### config.mk
export PLATFORM = sky130hd
export DESIGN_NAME = lic_ram
export DESIGN_NICKNAME = d
export VERILOG_FILES = /design/src/rtl/line_integral_convolution_assert.svh /design/src/rtl/lic_ram.sv
export SDC_FILE = /design/constraint.sdc
export NUM_CORES = 2
export LEC_CHECK = 0
export BUFFER_PORTS_ARGS = -buffer_cell sky130_fd_sc_hd__buf_2
export CAP_MARGIN = 20
export CORE_ASPECT_RATIO = 0.8
export CORE_MARGIN = 4
export CORE_UTILIZATION = 46
export CTS_BUF_LIST = sky130_fd_sc_hd__clkbuf_2 sky130_fd_sc_hd__clkbuf_4 sky130_fd_sc_hd__clkbuf_8
export CTS_CLUSTER_DIAMETER = 30
export DETAILED_ROUTE_END_ITERATION = 8
export GPL_ROUTABILITY_DRIVEN = 1
export SLEW_MARGIN = 5
export SYNTH_ARGS = -nofsm -noshare
export SYNTH_HDL_FRONTEND = slang
export SYNTH_SLANG_ARGS = --single-unit
### constraint.sdc
create_clock -name clk -period 4.24 [get_ports clk]
set_input_delay 0.636 -clock clk [delete_from_list [all_inputs] [get_ports clk]]
set_output_delay 0.636 -clock clk [all_outputs]
set_load 0.005 [all_outputs]
### src/rtl/line_integral_convolution_assert.svh
// Assertion macros shared by the line integral convolution RTL
`ifndef LINE_INTEGRAL_CONVOLUTION_ASSERT_SVH
`define LINE_INTEGRAL_CONVOLUTION_ASSERT_SVH

// Same-cycle implication, checked outside reset
`define LIC_ASSERT_NOW(label, ante, cons, msg) \
  label: assert property (@(posedge clk) disable iff (!rst_n) (ante) |-> (cons)) \
    else $error(msg);

// Next-cycle implication, checked outside reset
`define LIC_ASSERT_NEXT(label, ante, cons, msg) \
  label: assert property (@(posedge clk) disable iff (!rst_n) (ante) |=> (cons)) \
    else $error(msg);

`endif

### src/rtl/lic_ram.sv
// Generic single-port RAM with registered read
`timescale 1ns / 1ps
module lic_ram #(
  parameter int WIDTH = 8,
  parameter int DEPTH = 256
) (
  input  logic                     clk,
  input  logic                     we,
  input  logic [$clog2(DEPTH)-1:0] addr,
  input  logic [WIDTH-1:0]         wdata,
  output logic [WIDTH-1:0]         rdata
);

  logic [WIDTH-1:0] mem [DEPTH];

  // Write or read one entry per cycle
  always_ff @(posedge clk) begin
    if (we) begin
      mem[addr] <= wdata;
    end
    rdata <= mem[addr];
  end

endmodule

## Word level (Yosys, flattened, before mapping)

Memory sizes are Yosys's and may differ from the RTL's. A register that Yosys moved wholly into a read port is not among the register bits.
Index checks and enable logic that the tools add are counted.

| storage, ports and cells | value |
|---|---|
| output and inout bits | 8 |
| bits in writable memories | 2048 |
| memories | 1 |
| register bits | 0 |

Memory list:

| memory | words | width | rd ports | clocked after Yosys merged registers in | write ports | line | source |
|---|---|---|---|---|---|---|---|
| mem | 256 | 8 | 1 | 1 | 1 | lic_ram.sv:14 | `logic [WIDTH-1:0] mem [DEPTH];` |

| operators by class | value |
|---|---|
| multiplexer cells | 2 |

Operators by type and width:

| operator | number |
|---|---|
| $mux W1 | 2 |

## Longest topological paths before layout

| logic depth | value |
|---|---|
| depth after elaboration | 2 |
| gate-level depth with buffers | 10 |
| gate-level depth less buffers | 5 |

## Worst setup path before layout

Ideal clock, no wire load.

| path | value |
|---|---|
| path kind | input-to-reg |
| from | in addr[1] |
| to | mem mem[111][0], enable pin |
| data arrival time | 2.485 ns |
| path slack | 1.385 ns |
| path buffers | 5 |
| cell stages on the path | 9 |
| data required time | 3.870 ns |
| setup time | 0.370 ns |
| cells stage by stage | buf_2 -> clkbuf_1 -> clkbuf_1 -> nand2_1 -> buf_2 -> nor2_1 -> nand2_1 -> clkbuf_1 -> nor2_1 |

RTL lines:

| element | line | source |
|---|---|---|
| start, declared | lic_ram.sv:9 | `input logic [$clog2(DEPTH)-1:0] addr,` |
| end, declared | lic_ram.sv:14 |  |

Straight into the memory's write port.

==> qor.yml <==
run_status:
  status: "finished, final reports clean"
clocking:
  cts_buffers: 394
  cts.root.buffer_cell: "clkbuf_8"
  htree_levels: 5
  clkLatencyLatePin_ps: 1030
  cts_tree: "yes"
  cts_resized: 0
  clock-sinks: 2056
  postCtsSetupRepairBufs: 0
  clk_pin_slew_ps: 60
  cts_buffer_depth: 4
  holdBufCountCts: 1
cells_and_area:
  fillers: 12877
  layout_commonest_cell: "edfxtp_1"
  fin_area_um2: 92000
  final_cells: 6654
  final_cell_mix: "edfxtp_1, mux4_2, clkbuf_8, buf_4, a22oi_1"
  syn2layout_area_growth_pct: 17.2
  final_core_util_pct: 54.3
  drive_gt1_share_pct: 35.1
  final_nets: 4124
flow_run:
  maxCapViolations: 0
timing:
  grt_setup_unrepaired: "false"
  skew_ps: 59.0
  worst_pin_slew_ps: 1140
  finalCritPeriodShare_pct: 76.0
  finalHoldViolCount: 0
  finalMaxSlewViolations: 0
  max_freq_mhz: 310
  finalSetupTns_ps: 0
  fin_crit_ps: 3220
  setup_viol: 0
  timing.final.ws_setup_ps: 1020
  relSlewSlack_pct: 23.0
place:
  portBuffers: 25
  dp_slack_ps: -171
  placedCellCount: 5969
  place.gp.congestion: 0.806
  hpwl_mm: 120
  placed_area_um2: 83700
die:
  die_x_um: 470
  rows: 135
  die_h_um: 377
  initial_utilization_pct: 46.3
  core_area_um2: 169000
  ios: 26
  dieArea_um2: 177000
route:
  drc: 0
  antenna_left: 0
  wl_per_cell_um: 30.2
  dr.pass1.iters: 5
  num_vias: 39563
  wirelength_mm: 201
  drt_iter0_markers: 4668
  via_per_inst: 5.95
synthesis:
  synth_compound_area_share_pct: 3.62
  synthMuxAreaShare_pct: 14.7
  synth-xor-area-share_pct: 0
  synth_cells: 3547
  yosys.area_share.adder_pct: 0
  synth_cell_types: 22
  synth_nets: 3565
  syn_area_um2: 78500
  ys_seq_area_share_pct: 78.6
  synth_simple_gate_area_share_pct: 1.73
  yosysWarnings: 0
  syn_avg_cell_area_um2: 22.1
  yosys_register_bits: 2056
  synth_top_family_by_area: "multiplexers"
worst_setup_path:
  arrival_ps: 4110
  critical_path_class: "input pin to flip-flop"
  r2r_slack_ps: 1330
  reg2reg_depth: 6
  crit_path_end_kind: "flip-flop"
  critPathMaxFanout: 40
  r2r-end: "rdata[3]"
  crit_required_ps: 5130
  r2r-start: "mem[188][3]"
  cp-start-kind: "input pin"
hold_path:
  holdPathEnd: "mem[49][4]"
  min-delay-start: "wdata[4]"
  whs_path_depth: 1
  hp-class: "input pin to flip-flop"
pwr:
  ir_drop_uv: 343
  p_per_area_nw_per_um2: 490
  p_leak_nw: 29.0
grt:
  antenna_found_initial: 13
  grt_max_degree: 156
  grt_pass1_wl_mm: 290
  grt_usage_pct: 22.7
  gr-total-overflow: 0
  grt_pass1_vias: 40193
per-layer routing:
| metal | vias to the layer above | global-route usage (%) | share of wire, % |
|---|---|---|---|
| met5 | - | 0 | 0 |
| met4 | 0 | 5.69 | 1.9 |
| met3 | 296 | 5.50 | 9.4 |
| met2 | 1891 | 33.4 | 46 |
| met1 | 21082 | 34.4 | 43 |
| li1 | 16294 | - | - |
Yosys cell counts:
library cell / count / share of area (%)
a21oi_1: 128 / 0.82
buf_6: 16 / 0.23
dfxtp_1: 8 / 0.20
or3_1: 1 / 0.0080
a22oi_1: 256 / 2.4
mux4_2: 512 / 15
buf_1: 19 / 0.091
nor3_1: 30 / 0.19
nand2_1: 28 / 0.13
nand2b_1: 6 / 0.048
nor2_1: 232 / 1.1
clkbuf_1: 145 / 0.69
edfxtp_1: 2048 / 78
nand4_1: 8 / 0.064
inv_1: 1 / 0.0048
nand3_1: 13 / 0.083
or2_2: 2 / 0.016
buf_2: 36 / 0.23
nor2b_1: 7 / 0.056
o41ai_1: 32 / 0.36
buf_4: 16 / 0.15
and2_1: 3 / 0.024
logic make-up (layout without fill, tap and decap cells):
kind of cell / Yosys count / in the layout
muxes: 512 / 512
AOI/OAI and AO/OA: 416 / 416
and+or+nand+nor: 330 / 330
other: 0 / 6
buffers and inverters: 233 / 1074
DFF: 2056 / 2056
critical path, stage by stage:
cell,delay [ps]
buf_8,480
buf_4,440
mux4_2,550
a22oi_1,350
a21oi_1,230
o41ai_1,1020
buf_4,260
nand4_1,70
layout make-up:
cell class / count / area [µm²] / share of cell area (%)
timing repair buffer: 395 / 3390 / 3.69
antenna: 6 / 15.0 / 0.0163
tap: 2260 / 2830 / 3.07
clock buffer: 466 / 6010 / 6.54
clock inverter: 212 / 2280 / 2.48
inverter: 1 / 3.75 / 0.00408
multi-input combinational: 1258 / 15800 / 17.2
sequential: 2056 / 61700 / 67.0
stage by stage:
step                hold slack (ps)  power, mW
global route                   61.8       46.6
finish                          145       45.1
floorplan                       735       23.8
global placement                961       24.8
detailed placement              964       24.9
CTS                            39.9       45.4
power by group:
part           internal (mW)  total (mW)  switching, mW
Combinational          0.703        1.97           1.27
Sequential              22.4        22.5         0.0359
Clock                   12.2        20.6           8.44
flip-flops by register name, indices dropped and copies added (netlist names):
register	flops
rdata	8
mem	2048
worst max path at each step:
stage,startpoint,to,slack [ps]
after floorplan,addr[1],mem[111][0],1390
after global placement,addr[0],rdata[3],-140
after detailed placement,addr[0],rdata[3],-170
after CTS,addr[0],rdata[3],970
after global routing,addr[0],rdata[3],940
final,addr[0],rdata[3],1020
Note: power is estimated with default switching activity, not from simulation.
